===== config.mk =====
export PLATFORM = sky130hd
export DESIGN_NAME = trq_regs
export DESIGN_NICKNAME = d
export VERILOG_FILES = /design/src/hw/rtl/trq_pkg.sv /design/src/hw/rtl/trq_regs.sv
export SDC_FILE = /design/constraint.sdc
export NUM_CORES = 1
export LEC_CHECK = 0
export BUFFER_PORTS_ARGS = -buffer_cell sky130_fd_sc_hd__buf_2
export CAP_MARGIN = 0
export CORE_MARGIN = 5
export CORE_UTILIZATION = 30
export CTS_BUF_LIST = sky130_fd_sc_hd__clkbuf_16
export CTS_CLUSTER_SIZE = 40
export DETAILED_ROUTE_END_ITERATION = 6
export GPL_TIMING_DRIVEN = 1
export PLACE_DENSITY = 0.65
export SETUP_SLACK_MARGIN = 0.4
export SLEW_MARGIN = 20
export SYNTH_ARGS = -nofsm -noshare
export SYNTH_HDL_FRONTEND = slang
export SYNTH_SLANG_ARGS = --single-unit

===== constraint.sdc =====
create_clock -name clk -period 1 [get_ports clk]
set_clock_uncertainty 0.2 [all_clocks]
set_input_delay 0 -clock clk [delete_from_list [all_inputs] [get_ports clk]]
set_output_delay 0 -clock clk [all_outputs]
set_load 0.02 [all_outputs]

===== src/hw/rtl/trq_pkg.sv =====
// Package for the trail ribbon quad generator.
// Holds the word types, register indexes and shared constants; no dependencies.
`default_nettype none
package trq_pkg;

  localparam int MaxPointsDef = 16;

  localparam logic [1:0] RegSegCount  = 2'd0;
  localparam logic [1:0] RegHalfWidth = 2'd1;
  localparam logic [1:0] RegShiftPer  = 2'd2;
  localparam logic [1:0] RegAlpha     = 2'd3;

  typedef struct packed {
    logic signed [23:0] pos_x;
    logic signed [23:0] pos_y;
    logic signed [23:0] draw_a;
    logic signed [23:0] draw_b;
    logic signed [23:0] draw_c;
    logic signed [23:0] draw_d;
    logic signed [23:0] draw_tx;
    logic signed [23:0] draw_ty;
  } in_word_t;

  typedef struct packed {
    logic signed [31:0] near_left_x;
    logic signed [31:0] near_left_y;
    logic signed [31:0] near_right_x;
    logic signed [31:0] near_right_y;
    logic signed [31:0] far_right_x;
    logic signed [31:0] far_right_y;
    logic signed [31:0] far_left_x;
    logic signed [31:0] far_left_y;
    logic [15:0]        near_alpha;
    logic [15:0]        far_alpha;
    logic               last_quad;
  } out_word_t;

  // Configuration held by the register block.
  typedef struct packed {
    logic [4:0]  segment_count;
    logic [15:0] half_width;
    logic [7:0]  shift_period;
    logic [7:0]  color_alpha;
  } cfg_t;

endpackage
`default_nettype wire


===== src/hw/rtl/trq_regs.sv =====
// APB register block for the trail ribbon quad generator.
// Depends on trq_pkg.
`default_nettype none
module trq_regs (
  input  wire         clk,
  input  wire         rst,
  input  wire         psel,
  input  wire         penable,
  input  wire         pwrite,
  input  wire  [3:0]  paddr,
  input  wire  [31:0] pwdata,
  output logic [31:0] prdata,
  output logic        pready,
  output trq_pkg::cfg_t cfg
);
  import trq_pkg::*;

  logic       wr;
  logic [1:0] idx;

  assign pready = 1'b1;
  assign idx    = paddr[3:2];
  assign wr     = psel && penable && pwrite;

  // Write registers on the access cycle.
  always_ff @(posedge clk) begin
    if (rst) begin
      cfg.segment_count <= 5'd16;
      cfg.half_width    <= 16'd256;
      cfg.shift_period  <= 8'd1;
      cfg.color_alpha   <= 8'd255;
    end else if (wr) begin
      case (idx)
        RegSegCount:  cfg.segment_count <= pwdata[4:0];
        RegHalfWidth: cfg.half_width    <= pwdata[15:0];
        RegShiftPer:  cfg.shift_period  <= pwdata[7:0];
        RegAlpha:     cfg.color_alpha   <= pwdata[7:0];
        default: ;
      endcase
    end
  end

  // Read back.
  always_comb begin
    case (idx)
      RegSegCount:  prdata = {27'd0, cfg.segment_count};
      RegHalfWidth: prdata = {16'd0, cfg.half_width};
      RegShiftPer:  prdata = {24'd0, cfg.shift_period};
      RegAlpha:     prdata = {24'd0, cfg.color_alpha};
      default:      prdata = 32'd0;
    endcase
  end
endmodule
`default_nettype wire


==> impl_metrics.env <==
export IMPL_drt_initial_drc_count=48
export IMPL_n_fill_cell=550
export IMPL_reg2reg_depth=4
export IMPL_largest_reg_flops=37
export IMPL_mostFrequentLayoutCell="buf_6"
export IMPL_cts_buffer_depth=2
export IMPL_wl_per_cell_um=14.1
export IMPL_synth_seq_cells=37
export IMPL_setup_viol=44
export IMPL_grt_pass1_wl_um=8480
export IMPL_vias_per_cell=4.36
export IMPL_min_path_type="in -> reg"
export IMPL_maxSlewHeadroom_pct=64.6
export IMPL_min_to="cfg[29]"
export IMPL_cts_root_buf="clkbuf_16"
export IMPL_cts_made_buffers=5
export IMPL_ios=111
export IMPL_globalRouteTotalUtil_pct=12.7
export IMPL_dpl_worst_slack_ns=-0.221
export IMPL_finalCritPeriodShare_pct=143
export IMPL_status="finished with violations"
export IMPL_htreeDepth=2
export IMPL_fmax_mhz=701
export IMPL_synth_area_um2=1940
export IMPL_synth_compound_area_share_pct=6.77
export IMPL_clkTransAtPathRegs_ns=0.06
export IMPL_crit_path_end_kind="primary output"
export IMPL_hold_viol=37
export IMPL_p_total_mw=3.75
export IMPL_cp_max_fo=2
export IMPL_start_util_pct=30.8
export IMPL_diodes=0
export IMPL_worstSetupStartpoint="cfg[0]"
export IMPL_hold_path_depth=3
export IMPL_cp_data_arrival_time_ns=1.23
export IMPL_r2r_slack_ns=-0.02
export IMPL_synthTopCellsByArea="dfxtp_1 38%, mux2i_1 15%, nand2b_1 8.7%, buf_4 7.3%, mux4_2 5.8%"
export IMPL_final_min_clock_period_ns=1.43
export IMPL_synth_mux_area_fraction_pct=23.0
export IMPL_startpoint_type="register"
export IMPL_insertion_delay_ns=0.27
export IMPL_drc=0
export IMPL_antenna_found_initial=0
export IMPL_rsz0062_at_grt="yes"
export IMPL_syn_area_per_cell_um2=9.91
export IMPL_layout_drive_gt1_share_pct=70.2
export IMPL_die_w_um=90.5
export IMPL_synth_adder_area_share_pct=0
export IMPL_syn_inst=196
export IMPL_yosys_warnings=0
export IMPL_vdd_drop_max_uv=829
export IMPL_synth_edff_count=0
export IMPL_grt_pass1_vias=1697
export IMPL_whs_ns=-0.226
export IMPL_path_class="reg -> out"
export IMPL_powerDensity_nw_per_um2=1060
export IMPL_dieArea_um2=8180
export IMPL_num_vias=1709
export IMPL_multi_input_area_um2=1230
export IMPL_synth_top_family_by_area="multiplexers"
export IMPL_routed_wirelength_um=5530
export IMPL_grt_start_max_net_pins=49
export IMPL_finalNetCount=355
export IMPL_placed_area_um2=2690
export IMPL_gp_congestion=0.713
export IMPL_fp_dieH_um=90.5
export IMPL_synth_xor_area_share_pct=0
export IMPL_dpl_hpwl_um=3790
export IMPL_tightest_slew_ns=0.530
export IMPL_cts_tree="built"
export IMPL_violations="negative hold slack, negative setup slack"
export IMPL_clock_sinks=37
export IMPL_grt_overflow=0
export IMPL_seqCellArea_um2=807
export IMPL_synth_flop_cell="dfxtp_1"
export IMPL_drt_pass1_iter_count=4
export IMPL_largestRegisters="cfg x37"
export IMPL_r2r_start="cfg[7]"
export IMPL_rows=29
export IMPL_maxSlewViolCount=0
export IMPL_maxCapViolations=0
export IMPL_async_flop_share_pct=0
export IMPL_yosysTopAreaCell="dfxtp_1"
export IMPL_r2r_end="cfg[7]"
export IMPL_synth_top_area_share_pct=38.1
export IMPL_power_leakage_nw=1.62
export IMPL_worstHoldStart="pwdata[13]"
export IMPL_fin_setup_tns_ns=-5.39
export IMPL_seq_area_frac_synth_pct=38.1
export IMPL_final_cell_mix="91 x buf_6, 30 x mux2i_1, 29 x dfxtp_2, 22 x nand2b_1, 20 x buf_2"
export IMPL_regMostFlops="cfg"
export IMPL_area_delta_synth_final_pct=82.9
export IMPL_final_area_um2=3550
export IMPL_layout_setup_ws_ns=-0.427
export IMPL_yosys_area_share_simple_pct=19.8
export IMPL_port_buffers=75
export IMPL_synth_cell_type_count=22
export IMPL_crit_required_ns=0.80
export IMPL_drtAntennaViolNets=0
export IMPL_coreArea_um2=6310
[worst max-delay path by stage]
stage / endpoint / slack [ns] / cells after the start
global placement: cfg[19] / -0.19 / 3
floorplan: prdata[0] / -0.08 / 1
finish: prdata[0] / -0.43 / 2
global route: prdata[0] / -0.45 / 2
detailed placement: cfg[27] / -0.22 / 5
CTS: prdata[0] / -0.43 / 2
[cells in the mapped netlist, drive strengths merged, types with 2 or more instances]
cell and instances:
a21oi 7, nand3 7, clkbuf 5, a21bo 7, and3 2, dfxtp 37
and2 9, nand2b 27, nor2 21, a22o 3, buf 28, mux2i 30
mux4 5, conb 2, mux2 3
[worst max-delay path: stages, from the launching register on]
cell,delay [ns]
dfxtp_2,0.32
mux4_2,0.48
buf_6,0.15
[power breakdown]
part	internal (mW)	switching, mW
Sequential	1.48	0.0144
Combinational	0.303	0.318
Clock	1.06	0.579
[per-layer routing]
| metal | vias up | wire length (um) | part of all wire (%) | global-route usage (%) |
|---|---|---|---|---|
| li1 | 864 | - | - | - |
| met1 | 800 | 2500 | 45 | 16.7 |
| met2 | 43 | 2760 | 50 | 20.3 |
| met3 | 2 | 258 | 4.7 | 4.08 |
| met4 | 0 | 23 | 0.42 | 2.61 |
| met5 | - | 0 | 0 | 0 |
[timing repair]
| action | CTS | global route |
|---|---|---|
| setup buffers | 2 | 9 |
| endpoints found under the setup margin | 90 | 90 |
| hold endpoints to repair | 37 | 37 |
| pin swaps | 5 | 7 |
| cloned | 1 | 0 |
| gates resized for setup | 152 | 26 |
[cell families (layout without fill, tap and decap cells)]
family | after synthesis | after routing
and+or+nand+nor | 69 | 70
buffers and inverters | 33 | 136
DFF | 37 | 37
AOI/OAI and AO/OA | 17 | 17
other | 2 | 17
muxes | 38 | 38
[metrics by stage]
stage                     cells  utilization [%]
after floorplan             211                -
after global placement      372             42.5
after detailed placement    372             42.5
after CTS                   383             53.3
after global routing        392             56.3
final                       392             56.3
[area by class of cell]
| class | count | share of cell area [%] |
|---|---|---|
| clock buffers | 6 | 4.23 |
| clock inverters | 2 | 0.211 |
| multi-input cells | 142 | 34.5 |
| flip-flops and latches | 37 | 22.7 |
| well taps | 77 | 2.71 |
| repair buffers | 128 | 35.6 |
Power figures use the tool's default switching activity.
