## config.mk

```make
export PLATFORM = sky130hd
export DESIGN_NAME = trq_isqrt
export DESIGN_NICKNAME = d
export VERILOG_FILES = /design/src/hw/rtl/trq_isqrt.sv
export SDC_FILE = /design/constraint.sdc
export NUM_CORES = 1
export LEC_CHECK = 0
export BUFFER_PORTS_ARGS = -buffer_cell sky130_fd_sc_hd__clkbuf_2
export CAP_MARGIN = 20
export CORE_AREA = 2 2 213 131
export DETAILED_ROUTE_END_ITERATION = 7
export DIE_AREA = 0 0 215 133
export PLACE_DENSITY = 0.62
export SLEW_MARGIN = 40
export SYNTH_ARGS = -nofsm -noshare
export SYNTH_HDL_FRONTEND = slang
export SYNTH_SLANG_ARGS = --single-unit
```

## constraint.sdc

```tcl
create_clock -name clk -period 8.9 [get_ports clk]
set_input_delay 1.335 -clock clk [delete_from_list [all_inputs] [get_ports clk]]
set_output_delay 1.335 -clock clk [all_outputs]
set_load 0.03 [all_outputs]
```

## src/hw/rtl/trq_isqrt.sv

```systemverilog
// Iterative square root and divider used for direction normalization and the width factor.
// One result bit per cycle; depends on nothing.
`default_nettype none
module trq_isqrt (
  input  wire         clk,
  input  wire         rst,
  input  wire         start,
  input  wire         is_div,
  input  wire  [63:0] num,
  input  wire  [31:0] den,
  output logic        done,
  output logic [31:0] res
);
  // Square root: 32 steps of the restoring digit loop on a 64-bit radicand.
  // Divide: 46-bit numerator (<2^45) by den, 46 steps of long division.
  logic        busy;
  logic [5:0]  cnt;
  logic        mode;
  logic [63:0] rem;
  logic [63:0] val;
  logic [31:0] root;
  logic [46:0] quo;
  logic [33:0] trial;
  logic [33:0] rsq;
  logic [32:0] dsub;

  assign trial = {rem[31:0], val[63:62]} - {root, 2'b01};
  assign dsub  = {rem[31:0], val[45]} - {1'b0, den};
  assign rsq   = {rem[31:0], val[63:62]};

  always_ff @(posedge clk) begin
    if (rst) begin
      busy <= 1'b0;
      done <= 1'b0;
    end else begin
      done <= 1'b0;
      if (start) begin
        busy <= 1'b1;
        mode <= is_div;
        val  <= num;
        rem  <= 64'd0;
        root <= 32'd0;
        quo  <= 47'd0;
        cnt  <= is_div ? 6'd45 : 6'd31;
      end else if (busy) begin
        if (!mode) begin
          // Bring down two radicand bits, try the next root bit.
          val <= {val[61:0], 2'b00};
          if (!trial[33]) begin
            rem  <= {30'd0, trial};
            root <= {root[30:0], 1'b1};
          end else begin
            rem  <= {30'd0, rsq};
            root <= {root[30:0], 1'b0};
          end
        end else begin
          val <= {val[62:0], 1'b0};
          if (!dsub[32]) begin
            rem <= {31'd0, dsub};
            quo <= {quo[45:0], 1'b1};
          end else begin
            rem <= {31'd0, rem[31:0], val[45]};
            quo <= {quo[45:0], 1'b0};
          end
        end
        if (cnt == 6'd0) begin
          busy <= 1'b0;
          done <= 1'b1;
        end
        cnt <= cnt - 6'd1;
      end
    end
  end

  // Quotients used here stay below 2^32; the caller caps direction terms.
  always_comb begin
    if (mode) res = quo[31:0];
    else      res = root;
  end
endmodule
`default_nettype wire
```

==> metrics.csv, run 1 <==
stage,metric,value,unit
final_layout,drive_gt1_frac,0.145,
drt,num_vias,9851,
final_layout,nFillCells,2576,
drt,wl,31.7,mm
timing,whs,0.502,ns
hold_path,min_path_type,flop to flop,
critical_path,cp_data_required_time,9.16,ns
cts,clock-sinks,169,
final_layout,instances_no_fill,1728,
yosys,synth-xor-area-share,0.0354,
timing,max-slew-margin-rel,0.483,
timing,finalHoldViolCount,0,
die,ios,133,
cts,cts.path.max_buffers,2,
die,die-area,0.0286,sq mm
outcome,status,finished clean,
timing,setup_violations,0,
power_and_ir_drop,powerDensity,181,mW/mm^2
drt,first_pass_iters,5,
yosys,ys_seq_elements,169,
yosys,yosysSeqAreaShare,0.426,
hold_path,min_path_cells,1,
yosys,syn_inst,1248,
cts,cts.repair.resized,0,
grt,use_met2,0.307,
place,dp_hpwl,23.1,mm
yosys,avgSynthCellArea,9.52,sq um
cts,hold_buffers,0,
cts,clock_latency,0.44,ns
yosys,synth_flop_cell,edfxtp_1,
timing,tns,0,ns
hold_path,hold_end,done,
drt,post_drt_wl_per_cell,18.3,um
job,cap_violations,0,
timing,tightest_slew,0.775,ns
die,core,0.0269,sq mm
place,gp_congestion,0.904,
yosys,synth_compound_area_frac,0.206,
grt,grt_pass1_vias,9074,
timing,maxSlewViolCount,0,
critical_path,r2r-end,rem[3],
hold_path,worstHoldStart,busy,
drt,viasPerCell,5.70,
yosys,synth_cell_types,81,
cts,h-tree-depth,4,
grt,grt_pass1_wl,50.2,mm
timing,max_freq,226,MHz
final_layout,diodes,0,
critical_path,cp_max_fo,20,
power_and_ir_drop,vdd_drop_max,0.000126,V
power_and_ir_drop,leakagePower,5.62,nW
grt,grt_use_met3,0.0372,
timing,fin_ws,4.48,ns
grt,use_met1,0.358,
critical_path,start_kind,input port,
critical_path,arrival,4.69,ns
grt,grt_max_degree,102,
die,die_h,133,um
grt,antenna_found_initial,0,
die,fp-row-count,47,
critical_path,regToRegStartpoint,val[45],
final_layout,layout.nets,1516,
grt,overflow,0,
drt,drtIter0Drc,997,
critical_path,rrSetupSlack,4.81,ns
yosys,yosys.area_share.simple,0.142,
place,dp_slack,4.11,ns
timing,clock_skew,0.0102,ns
place,port_buffers,132,
yosys,synth-edff-count,167,
cts,cts_root_buf,clkbuf_16,
yosys,synth_adder_area_share,0.0712,
yosys,synth_top_family_by_area,compound AO/OA/AOI/OAI gates,
critical_path,crit_type,input port to flop,
cts,clk_pin_slew,0.06,ns
yosys,syn_nets,1415,
cts,cts_tree,yes,
die,initial_core_util,0.441,
timing,rsz0062_at_grt,false,
grt,busiest_layer,met1,
timing,layout_min_cycle_time,4.42,ns
drt,ant_nets,0,
final_layout,syn2layout_area_growth,12.6,%
critical_path,ff2ff_path_depth,13,
yosys,async_flop_share,0,
drt,drc,0,
die,die_x,215,um
yosys,synth_mux_area_frac,0.0692,
final_layout,fin_util,0.496,
critical_path,cp-end-kind,flop,
yosys,yosysWarnings,0,
cts,post_cts_buffers,0,
place,dp.cells,1697,
timing,finalCritPeriodShare,0.497,
yosys,synthesis.area,0.0119,sq mm
cts,cts_inserted_buffers,17,
grt,grt_use_total,0.223,
-- worst max-delay path, stage by stage --
cell      delay, ns
clkbuf_2       0.09
ha_1           0.23
inv_1          0.07
fa_1           0.43
a211oi_1       0.33
o21ai_1        0.18
a22oi_4        0.27
a211oi_4       0.13
o2111a_2       0.32
o21ai_4        0.26
nand2_2        0.34
o311a_1        0.46
a311oi_2       0.22
-- power by group --
group	switching, W	leakage [nW]	internal (W)
clock	0.000323	0.248	0.000352
sequential	0.0000480	1.63	0.000952
combinational	0.000459	3.74	0.000283
total	0.000831	5.62	0.00159
-- cell families (layout without fill, tap and decap cells) --
| family | count (synthesis) | in the layout |
|---|---|---|
| and+or+nand+nor | 361 | 361 |
| xor gates and xnor gates | 48 | 48 |
| adders and majority gates | 67 | 67 |
| muxes | 82 | 82 |
| DFF | 169 | 169 |
| buffers and inverters | 147 | 260 |
| AOI/OAI and AO/OA | 374 | 374 |
-- layer usage --
metal	part of all wire	up-vias	routed length (um)
met2	0.42	326	13200
met1	0.51	4670	16200
met3	0.064	24	2030
met5	0	-	0
li1	-	4831	-
met4	0.0084	0	265
-- through the flow --
stage | cell area [sq um] | total power [W]
3_3_place_gp | 12800 | 0.00173
3_5_place_dp | 12900 | 0.00174
6_report | 13400 | 0.00242
5_1_grt | 13400 | 0.00255
2_1_floorplan | 11900 | 0.00155
4_1_cts | 13400 | 0.00242
-- state kept, by name, summed over array words and instances (netlist names) --
| register | count |
|---|---|
| quo | 32 |
| root | 32 |
| done | 1 |
| cnt | 6 |
| rem | 32 |
| val | 64 |
| mode | 1 |
| busy | 1 |
-- cell type report --
class	instances	area, sq um	area share
Multi-Input combinational cell	932	6270	0.469
Clock inverter	13	81.3	0.00608
Clock buffer	18	429	0.0321
Timing Repair Buffer	141	746	0.0558
Inverter	88	333	0.0249
Tap cell	367	459	0.0343
Sequential cell	169	5050	0.378
-- worst max-delay path by stage --
stage	startpoint	cells after the start	end	slack [ns]
2_1_floorplan	start	4	cnt[0]	4.44
3_3_place_gp	den[11]	12	rem[31]	4.11
3_5_place_dp	den[0]	14	rem[8]	4.11
4_1_cts	den[0]	13	rem[3]	4.56
5_1_grt	den[0]	14	rem[12]	4.28
6_report	den[0]	13	rem[3]	4.48
-- synth_stat cells, types with 13 or more instances --
cell type,n,share of area
edfxtp_1,167,0.42
nand2_1,156,0.049
o21ai_0,127,0.054
inv_1,87,0.027
mux2i_1,81,0.068
a21oi_1,70,0.029
ha_1,66,0.070
nor2_1,62,0.020
clkbuf_1,35,0.011
nor2b_1,34,0.018
xnor2_1,30,0.022
nor3_1,27,0.011
a21o_1,25,0.016
nand3_1,23,0.0097
a211oi_1,18,0.011
xor2_1,18,0.013
o22ai_1,13,0.0068
-- cell usage in the layout (no fill, tap or decap), drive strengths merged, types with 4 or more instances in the layout --
| cell type | n |
|---|---|
| nor2 | 63 |
| o31ai | 8 |
| ha | 66 |
| o2111ai | 4 |
| clkbuf | 149 |
| a21oi | 70 |
| nand2 | 158 |
| nand4 | 8 |
| buf | 10 |
| and3 | 12 |
| nor3 | 29 |
| clkinv | 11 |
| o21ai | 136 |
| nor4 | 5 |
| and2 | 7 |
| a311oi | 11 |
| mux2i | 81 |
| inv | 88 |
| edfxtp | 167 |
| xnor2 | 30 |
| xor2 | 18 |
| a21boi | 9 |
| o22ai | 13 |
| o211ai | 12 |
| o311a | 4 |
| nand3 | 24 |
| a2111oi | 4 |
| o21bai | 8 |
| nand2b | 4 |
| a31oi | 12 |
| nor2b | 34 |
| a21o | 25 |
| or3 | 7 |
| o21a | 10 |
| a211oi | 19 |
(Power assumes the default switching activity.)
==> run 2: changes to the inputs <==
--- a/config.mk
+++ b/config.mk
@@ -5,12 +5,13 @@
 export SDC_FILE = /design/constraint.sdc
 export NUM_CORES = 1
 export LEC_CHECK = 0
+export ABC_AREA = 1
 export BUFFER_PORTS_ARGS = -buffer_cell sky130_fd_sc_hd__clkbuf_2
 export CAP_MARGIN = 20
-export CORE_AREA = 2 2 213 131
+export CORE_AREA = 2 2 218 134
 export DETAILED_ROUTE_END_ITERATION = 7
-export DIE_AREA = 0 0 215 133
-export PLACE_DENSITY = 0.62
+export DIE_AREA = 0 0 220 136
+export PLACE_DENSITY = 0.61
 export SLEW_MARGIN = 40
 export SYNTH_ARGS = -nofsm -noshare
 export SYNTH_HDL_FRONTEND = slang
==> constraint.sdc (replaced) <==
create_clock -name clk -period 4.2 [get_ports clk]
set_input_delay 0.63 -clock clk [delete_from_list [all_inputs] [get_ports clk]]
set_output_delay 0.63 -clock clk [all_outputs]
set_load 0.03 [all_outputs]
==> metrics.csv, run 2 <==
stage,metric,value,unit,change
timing,fin_ws,0.865,ns,-3.61 ns
critical_path,cp_max_fo,40,,+100%
power_and_ir_drop,vdd_drop_max,0.000277,V,+120%
timing,setup_violations,0,,unchanged
critical_path,r2r-end,rem[2],,
die,die_h,136,um,+2.3%
final_layout,syn2layout_area_growth,12.4,%,
yosys,ys_seq_elements,169,,unchanged
critical_path,critPathLaunch,val[45],,
timing,tightest_slew,0.841,ns,+0.0657 ns
final_layout,diodes,0,,unchanged
yosys,async_flop_share,0,,unchanged
place,dp.cells,2082,,+23%
power_and_ir_drop,leakagePower,6.57,nW,+17%
critical_path,slowest_delay,0.39,ns,-0.07 ns
yosys,synth.largest_area_cell,edfxtp_1,,
outcome,status,finished clean,,
die,fp-row-count,48,,+2.1%
yosys,yosysSeqAreaShare,0.407,,-0.0185
timing,max-slew-margin-rel,0.434,,-0.0492
grt,grt_max_degree,84,,-18%
critical_path,critPathBufInv,3,,+1
place,dp_hpwl,27.0,mm,+17%
cts,post_cts_buffers,0,,unchanged
cts,clock_latency,0.44,ns,about the same
die,initial_core_util,0.442,,+0.000816
drt,wl,34.5,mm,+8.8%
power_and_ir_drop,pwr-share-clk,0.290,,+0.011
grt,grt_use_total,0.233,,+0.0104
critical_path,cp_data_required_time,4.39,ns,-4.77 ns
yosys,synth_cell_types,42,,-48%
die,core,0.0281,sq mm,+4.4%
final_layout,regMostFlops,val,,
timing,clock_skew,0.00479,ns,-0.00538 ns
yosys,syn_nets,1780,,+26%
timing,rsz0062_at_grt,false,,
critical_path,path_common_cell,nand2_1,,
critical_path,critPathCapture,rem[2],,
drt,drc,0,,unchanged
critical_path,regToRegStartpoint,val[45],,
cts,cts_inserted_buffers,17,,unchanged
place,dp_slack,0.713,ns,-3.39 ns
yosys,synthesis.area,0.0124,sq mm,+4.6%
power_and_ir_drop,p_sw,0.00184,W,+120%
cts,cts.repair.resized,0,,unchanged
critical_path,crit_type,flop to flop,,
drt,drtIter0Drc,958,,-3.9%
timing,maxSlewViolCount,0,,unchanged
grt,grt_pass1_vias,10000,,+10%
die,die-area,0.0299,sq mm,+4.6%
cts,clk_pin_slew,0.06,ns,about the same
drt,viasPerCell,5.26,,-7.7%
timing,tns,0,ns,unchanged
final_layout,drive_gt1_frac,0.124,,-0.0218
cts,clock-sinks,169,,unchanged
power_and_ir_drop,finalPower,0.00527,W,+120%
power_and_ir_drop,p_int,0.00343,W,+120%
timing,layout_min_cycle_time,3.34,ns,
yosys,yosysWarnings,0,,unchanged
drt,ant_nets,0,,unchanged
drt,post_drt_wl_per_cell,16.3,um,-11%
timing,finalHoldViolCount,0,,unchanged
final_layout,instances_no_fill,2113,,+22%
grt,grt_pass1_wl,53.3,mm,+6.1%
yosys,synth-edff-count,167,,unchanged
final_layout,fin_util,0.497,,about the same
final_layout,layout.nets,1893,,+25%
power_and_ir_drop,pwr-share-seq,0.398,,-0.016
cts,cts_root_buf,clkbuf_16,,
yosys,synthMostInstantiatedCell,nand2_1,,
timing,max_freq,300,MHz,
grt,antenna_found_initial,0,,unchanged
drt,num_vias,11100,,+13%
critical_path,path_cells,inv_1 > ha_1 > inv_1 > fa_1 > nand2_1 > nand2_1 > nand3_1 > nand2_1 > nand2_1 > nand2_2 > nand2_2 > nand3_1 > nand2_2 > buf_12 > o21ai_0 > o211ai_1 > nand2_1,,
yosys,synthDominantCellAreaShare,0.404,,-0.0184
grt,overflow,0,,unchanged
yosys,avgSynthCellArea,7.70,sq um,-19%
final_layout,final_common_cell,nand2_1,,
hold_path,min_path_type,input port to flop,,
yosys,synth_common_cells,"nand2_1 (414), inv_1 (266), nor2_1 (174)",,
yosys,syn_inst,1613,,+29%
critical_path,ff2ff_path_depth,17,,+4
power_and_ir_drop,p_sw_frac,0.350,,+0.00615
die,die_x,220,um,+2.3%
cts,cts_tree,yes,,
cts,hold_buffers,0,,unchanged
critical_path,slowest_stage,fa_1,,
critical_path,arrival,3.53,ns,-1.16 ns
cts,cts.path.max_buffers,2,,unchanged
critical_path,critical_path.top_delay_family,simple AND/OR/NAND/NOR gates,,
final_layout,final_cell_mix,"nand2_1 (414), inv_1 (265), nor2_1 (170)",,
power_and_ir_drop,powerDensity,377,mW/mm^2,+110%
critical_path,start_kind,flop,,
yosys,synth_flop_cell,edfxtp_1,,
job,cap_violations,0,,unchanged
place,port_buffers,132,,unchanged
critical_path,rrSetupSlack,0.86,ns,-3.95 ns
yosys,yosys-top-cells-area,"edfxtp_1 (40%), nand2_1 (13%), inv_1 (8.0%)",,
timing,finalCritPeriodShare,0.794,,
drt,first_pass_iters,6,,+1
die,ios,133,,unchanged
power_and_ir_drop,combPwrFrac,0.312,,+0.005
cts,h-tree-depth,4,,unchanged
critical_path,crit_cells,17,,+4
final_layout,largest_register_ffs,64,,unchanged
hold_path,min_path_cells,1,,unchanged
place,gp_congestion,0.934,,+3.3%
critical_path,cp-end-kind,flop,,
-- run 2: changes by cell type in the layout (fill, tap and decap cells not counted), moves of 17 or more --
cell / before / now
nand2_1: 156 / 414
nand3_1: 23 / 101
inv_1: 86 / 265
nor2b_1: 34 / 0
a211oi_1: 18 / 0
nor3_1: 26 / 9
mux2i_1: 81 / 0
nor2_1: 59 / 170
o221ai_1: 1 / 62
o21ai_0: 127 / 70
-- run 2: worst min-delay path by stage --
stage	start	end	slack [ns]
CTS	is_div	mode	0.37
finish	is_div	mode	0.39
floorplan	busy	done	0.44
detailed placement	busy	done	0.46
global route	is_div	mode	0.38
global placement	busy	done	0.46
-- run 2: logic make-up after synthesis --
| group | count (synthesis) | synth area share |
|---|---|---|
| buf+inv | 321 | 0.104 |
| fa+ha+maj | 67 | 0.0681 |
| flops | 169 | 0.407 |
| xor+xnor | 33 | 0.0233 |
| simple gates | 744 | 0.249 |
| compound gates | 279 | 0.149 |
-- run 2: final cells by class --
| cell class | count | area, sq um |
|---|---|---|
| multi-input combinational | 1123 | 6090 |
| clock inverter | 9 | 101 |
| sequential | 169 | 5050 |
| inverter | 270 | 1020 |
| tap | 375 | 469 |
| clock buffer | 22 | 444 |
| fill | 2784 | 14100 |
| timing repair buffer | 145 | 786 |
-- run 2: stage by stage --
| step | cell area, sq um | hold slack (ns) |
|---|---|---|
| 2_1_floorplan | 12400 | 0.441 |
| 3_3_place_gp | 13400 | 0.457 |
| 3_5_place_dp | 13400 | 0.456 |
| 4_1_cts | 14000 | 0.368 |
| 5_1_grt | 14000 | 0.378 |
| 6_report | 14000 | 0.391 |
-- run 2: routing by layer --
metal | track usage | wire [um] | vias to the layer above
met3 | 0.0640 | 2570 | 29
li1 | - | - | 5620
met5 | 0.0100 | 36 | -
met2 | 0.316 | 13900 | 288
met4 | 0.0563 | 392 | 2
met1 | 0.359 | 17600 | 5179
-- run 2: power by group through the flow --
stage | sequential (W) | clock (W) | combinational, W
after floorplan | 0.00211 | 0 | 0.00123
after global placement | 0.00213 | 0 | 0.00160
after detailed placement | 0.00213 | 0 | 0.00161
after CTS | 0.00210 | 0.00156 | 0.00163
after global routing | 0.00211 | 0.00162 | 0.00185
final | 0.00210 | 0.00153 | 0.00164
==> run 3: changes to the inputs <==
--- a/config.mk
+++ b/config.mk
@@ -5,13 +5,13 @@
 export SDC_FILE = /design/constraint.sdc
 export NUM_CORES = 1
 export LEC_CHECK = 0
-export ABC_AREA = 1
+export ABC_AREA = 0
 export BUFFER_PORTS_ARGS = -buffer_cell sky130_fd_sc_hd__clkbuf_2
 export CAP_MARGIN = 20
-export CORE_AREA = 2 2 218 134
+export CORE_AREA = 2 2 213 131
 export DETAILED_ROUTE_END_ITERATION = 7
-export DIE_AREA = 0 0 220 136
-export PLACE_DENSITY = 0.61
+export DIE_AREA = 0 0 215 133
+export PLACE_DENSITY = 0.62
 export SLEW_MARGIN = 40
 export SYNTH_ARGS = -nofsm -noshare
 export SYNTH_HDL_FRONTEND = slang
==> constraint.sdc (replaced) <==
create_clock -name clk -period 3.3 [get_ports clk]
set_input_delay 0.495 -clock clk [delete_from_list [all_inputs] [get_ports clk]]
set_output_delay 0.495 -clock clk [all_outputs]
set_load 0.03 [all_outputs]
==> metrics.csv, run 3 (synthesized netlist as in run 1, its figures left out) <==
stage,metric,value,unit,change
drt,ant_nets,0,,unchanged
timing,maxSlewViolCount,0,,unchanged
grt,antenna_found_initial,0,,unchanged
final_layout,diodes,0,,unchanged
cts,cts_tree,yes,,
timing,rsz0062_at_grt,true,,
grt,overflow,0,,unchanged
cts,clock_latency,0.44,ns,about the same
die,fp-row-count,47,,-2.1%
drt,num_vias,10600,,-4.5%
timing,whs,0.250,ns,-0.141 ns
timing,max-slew-margin-rel,0.559,,+0.125
drt,first_pass_iters,5,,-1
die,initial_core_util,0.441,,-0.000816
power_and_ir_drop,powerDensity,484,mW/mm^2,+28%
outcome,status,"finished, violations left",,
grt,grt_pass1_vias,9835,,-1.7%
final_layout,layout.nets,1692,,-11%
timing,setup_violations,20,,+20
die,die-area,0.0286,sq mm,-4.4%
cts,h-tree-depth,4,,unchanged
final_layout,final_common_cell,edfxtp_1,,
final_layout,largest_register_ffs,64,,unchanged
hold_path,min_path_type,input port to flop,,
grt,grt_max_degree,121,,+44%
grt,grt_use_total,0.236,,+0.00275
drt,drtIter0Drc,911,,-4.9%
critical_path,cp_data_required_time,3.57,ns,-0.82 ns
timing,tightest_slew,0.662,ns,-0.179 ns
critical_path,arrival,3.67,ns,+0.14 ns
timing,layout_min_cycle_time,3.41,ns,+0.0730 ns
critical_path,slowest_delay,0.48,ns,+0.09 ns
cts,clk_pin_slew,0.07,ns,about the same
hold_path,worstHoldStart,rst,,
outcome,failed_checks,negative setup slack,,
place,dp_hpwl,24.9,mm,-7.8%
final_layout,drive_gt1_frac,0.283,,+0.160
critical_path,rrSetupSlack,-0.11,ns,-0.97 ns
cts,clock-sinks,169,,unchanged
power_and_ir_drop,pwr-share-clk,0.277,,-0.013
timing,fin_ws,-0.108,ns,-0.973 ns
drt,post_drt_wl_per_cell,18.0,um,+10%
critical_path,path_cells,ha_1 > buf_4 > a211oi_1 > o21bai_1 > a211oi_1 > o21a_1 > buf_4 > nand2_1 > o21ai_4 > nand2_4 > o311a_1 > a311oi_2,,
timing,finalCritPeriodShare,1.03,,+0.239
cts,hold_buffers,0,,unchanged
drt,wl,34.2,mm,-0.78%
cts,cts_root_buf,clkbuf_16,,
critical_path,cp_max_fo,6,,-85%
critical_path,crit_type,flop to flop,,
job,cap_violations,0,,unchanged
critical_path,start_kind,flop,,
final_layout,syn2layout_area_growth,29.0,%,
power_and_ir_drop,p_sw,0.00245,W,+33%
critical_path,critical_path.top_delay_family,compound AO/OA/AOI/OAI gates,,
die,ios,133,,unchanged
place,port_buffers,132,,unchanged
place,dp.cells,1841,,-12%
power_and_ir_drop,vdd_drop_max,0.000367,V,+33%
critical_path,critPathLaunch,rem[24],,
grt,grt_pass1_wl,53.3,mm,about the same
drt,drc,0,,unchanged
timing,finalHoldViolCount,0,,unchanged
drt,viasPerCell,5.58,,+6.0%
critical_path,slowest_stage,edfxtp_1,,
power_and_ir_drop,pwr-share-seq,0.361,,-0.037
final_layout,instances_no_fill,1905,,-9.8%
power_and_ir_drop,p_sw_frac,0.330,,-0.0194
timing,max_freq,293,MHz,-2.1%
final_layout,final_cell_mix,"edfxtp_1 (167), buf_4 (163), nand2_1 (155)",,
critical_path,critPathBufInv,2,,-1
timing,clock_skew,0.0114,ns,+0.00657 ns
place,gp_congestion,0.954,,+2.2%
final_layout,final_cell_area,0.0153,sq mm,+9.7%
critical_path,regToRegStartpoint,rem[24],,
place,place_area,0.0140,sq mm,+4.1%
cts,cts_inserted_buffers,17,,unchanged
power_and_ir_drop,combPwrFrac,0.362,,+0.050
final_layout,nFillCells,2425,,-13%
critical_path,cp-end-kind,flop,,
die,die_h,133,um,-2.2%
cts,cts.path.max_buffers,2,,unchanged
power_and_ir_drop,leakagePower,6.57,nW,about the same
die,core,0.0269,sq mm,-4.2%
power_and_ir_drop,p_int,0.00496,W,+45%
final_layout,regMostFlops,val,,
die,die_x,215,um,-2.3%
-- run 3: cell types whose count changed in the layout (fill, tap and decap cells not counted), sizes merged, moves of 13 or more --
cell / before / now
a211oi: 0 / 19
nor3: 10 / 29
o22ai: 0 / 13
nand2: 428 / 159
inv: 270 / 87
mux2i: 0 / 81
a21o: 9 / 25
nor2: 177 / 64
o221ai: 62 / 1
nand3: 106 / 24
o211ai: 36 / 12
nor2b: 0 / 34
buf: 14 / 181
o21ai: 82 / 136
-- run 3: repair_timing --
item,CTS,global route
resized for setup,34,65
endpoints found under the setup margin,33,32
setup buffers,17,11
cloned,3,2
pin swaps,21,23
-- run 3: per-stage QoR --
| step | setup slack (ns) | TNS (ns) | utilization | total power [W] |
|---|---|---|---|---|
| 2_1_floorplan | 0.0550 | 0 | - | 0.00419 |
| 5_1_grt | -0.189 | -3.32 | 0.569 | 0.00776 |
| 4_1_cts | -0.0207 | -0.0373 | 0.552 | 0.00721 |
| 3_5_place_dp | -0.486 | -11.71 | 0.518 | 0.00504 |
| 3_3_place_gp | -0.399 | -9.35 | 0.518 | 0.00502 |
| 6_report | -0.108 | -0.844 | 0.569 | 0.00741 |
-- run 3: layout make-up --
| cell class | count | area, sq um | area share |
|---|---|---|---|
| Multi-Input combinational cell | 935 | 6690 | 0.437 |
| Clock inverter | 13 | 153 | 0.00997 |
| Tap cell | 367 | 459 | 0.0300 |
| Inverter | 88 | 334 | 0.0218 |
| Timing Repair Buffer | 314 | 2190 | 0.143 |
| Clock buffer | 19 | 433 | 0.0283 |
| Sequential cell | 169 | 5050 | 0.330 |
-- run 3: power groups by stage --
stage | clock [W] | combinational (W) | sequential [W]
after floorplan | 0 | 0.00151 | 0.00268
after global placement | 0 | 0.00231 | 0.00271
after detailed placement | 0 | 0.00233 | 0.00271
after CTS | 0.00209 | 0.00246 | 0.00267
after global routing | 0.00217 | 0.00290 | 0.00269
final | 0.00205 | 0.00268 | 0.00268
-- run 3: layer usage --
layer  up-vias  GRT usage  wire length, um
met3        26     0.0386             2270
met4         0     0.0567              396
met2       333      0.328            14000
met1      5082      0.376            17500
met5         -          0                0
li1       5181          -                -
-- run 3: final timing paths --
check,endpoint,cells past startpoint
worst min register to register,done,1
worst min-delay path,done,2
worst max register to register,rem[3],12
worst max-delay path,rem[3],12
-- run 3: worst register-to-register path, cell delays in order (launching register included) --
cell      delay (ns)
edfxtp_1        0.48
ha_1            0.33
buf_4           0.16
a211oi_1        0.20
o21bai_1        0.13
a211oi_1        0.33
o21a_1          0.23
buf_4           0.16
nand2_1         0.14
o21ai_4         0.29
nand2_4         0.15
o311a_1         0.39
a311oi_2        0.24
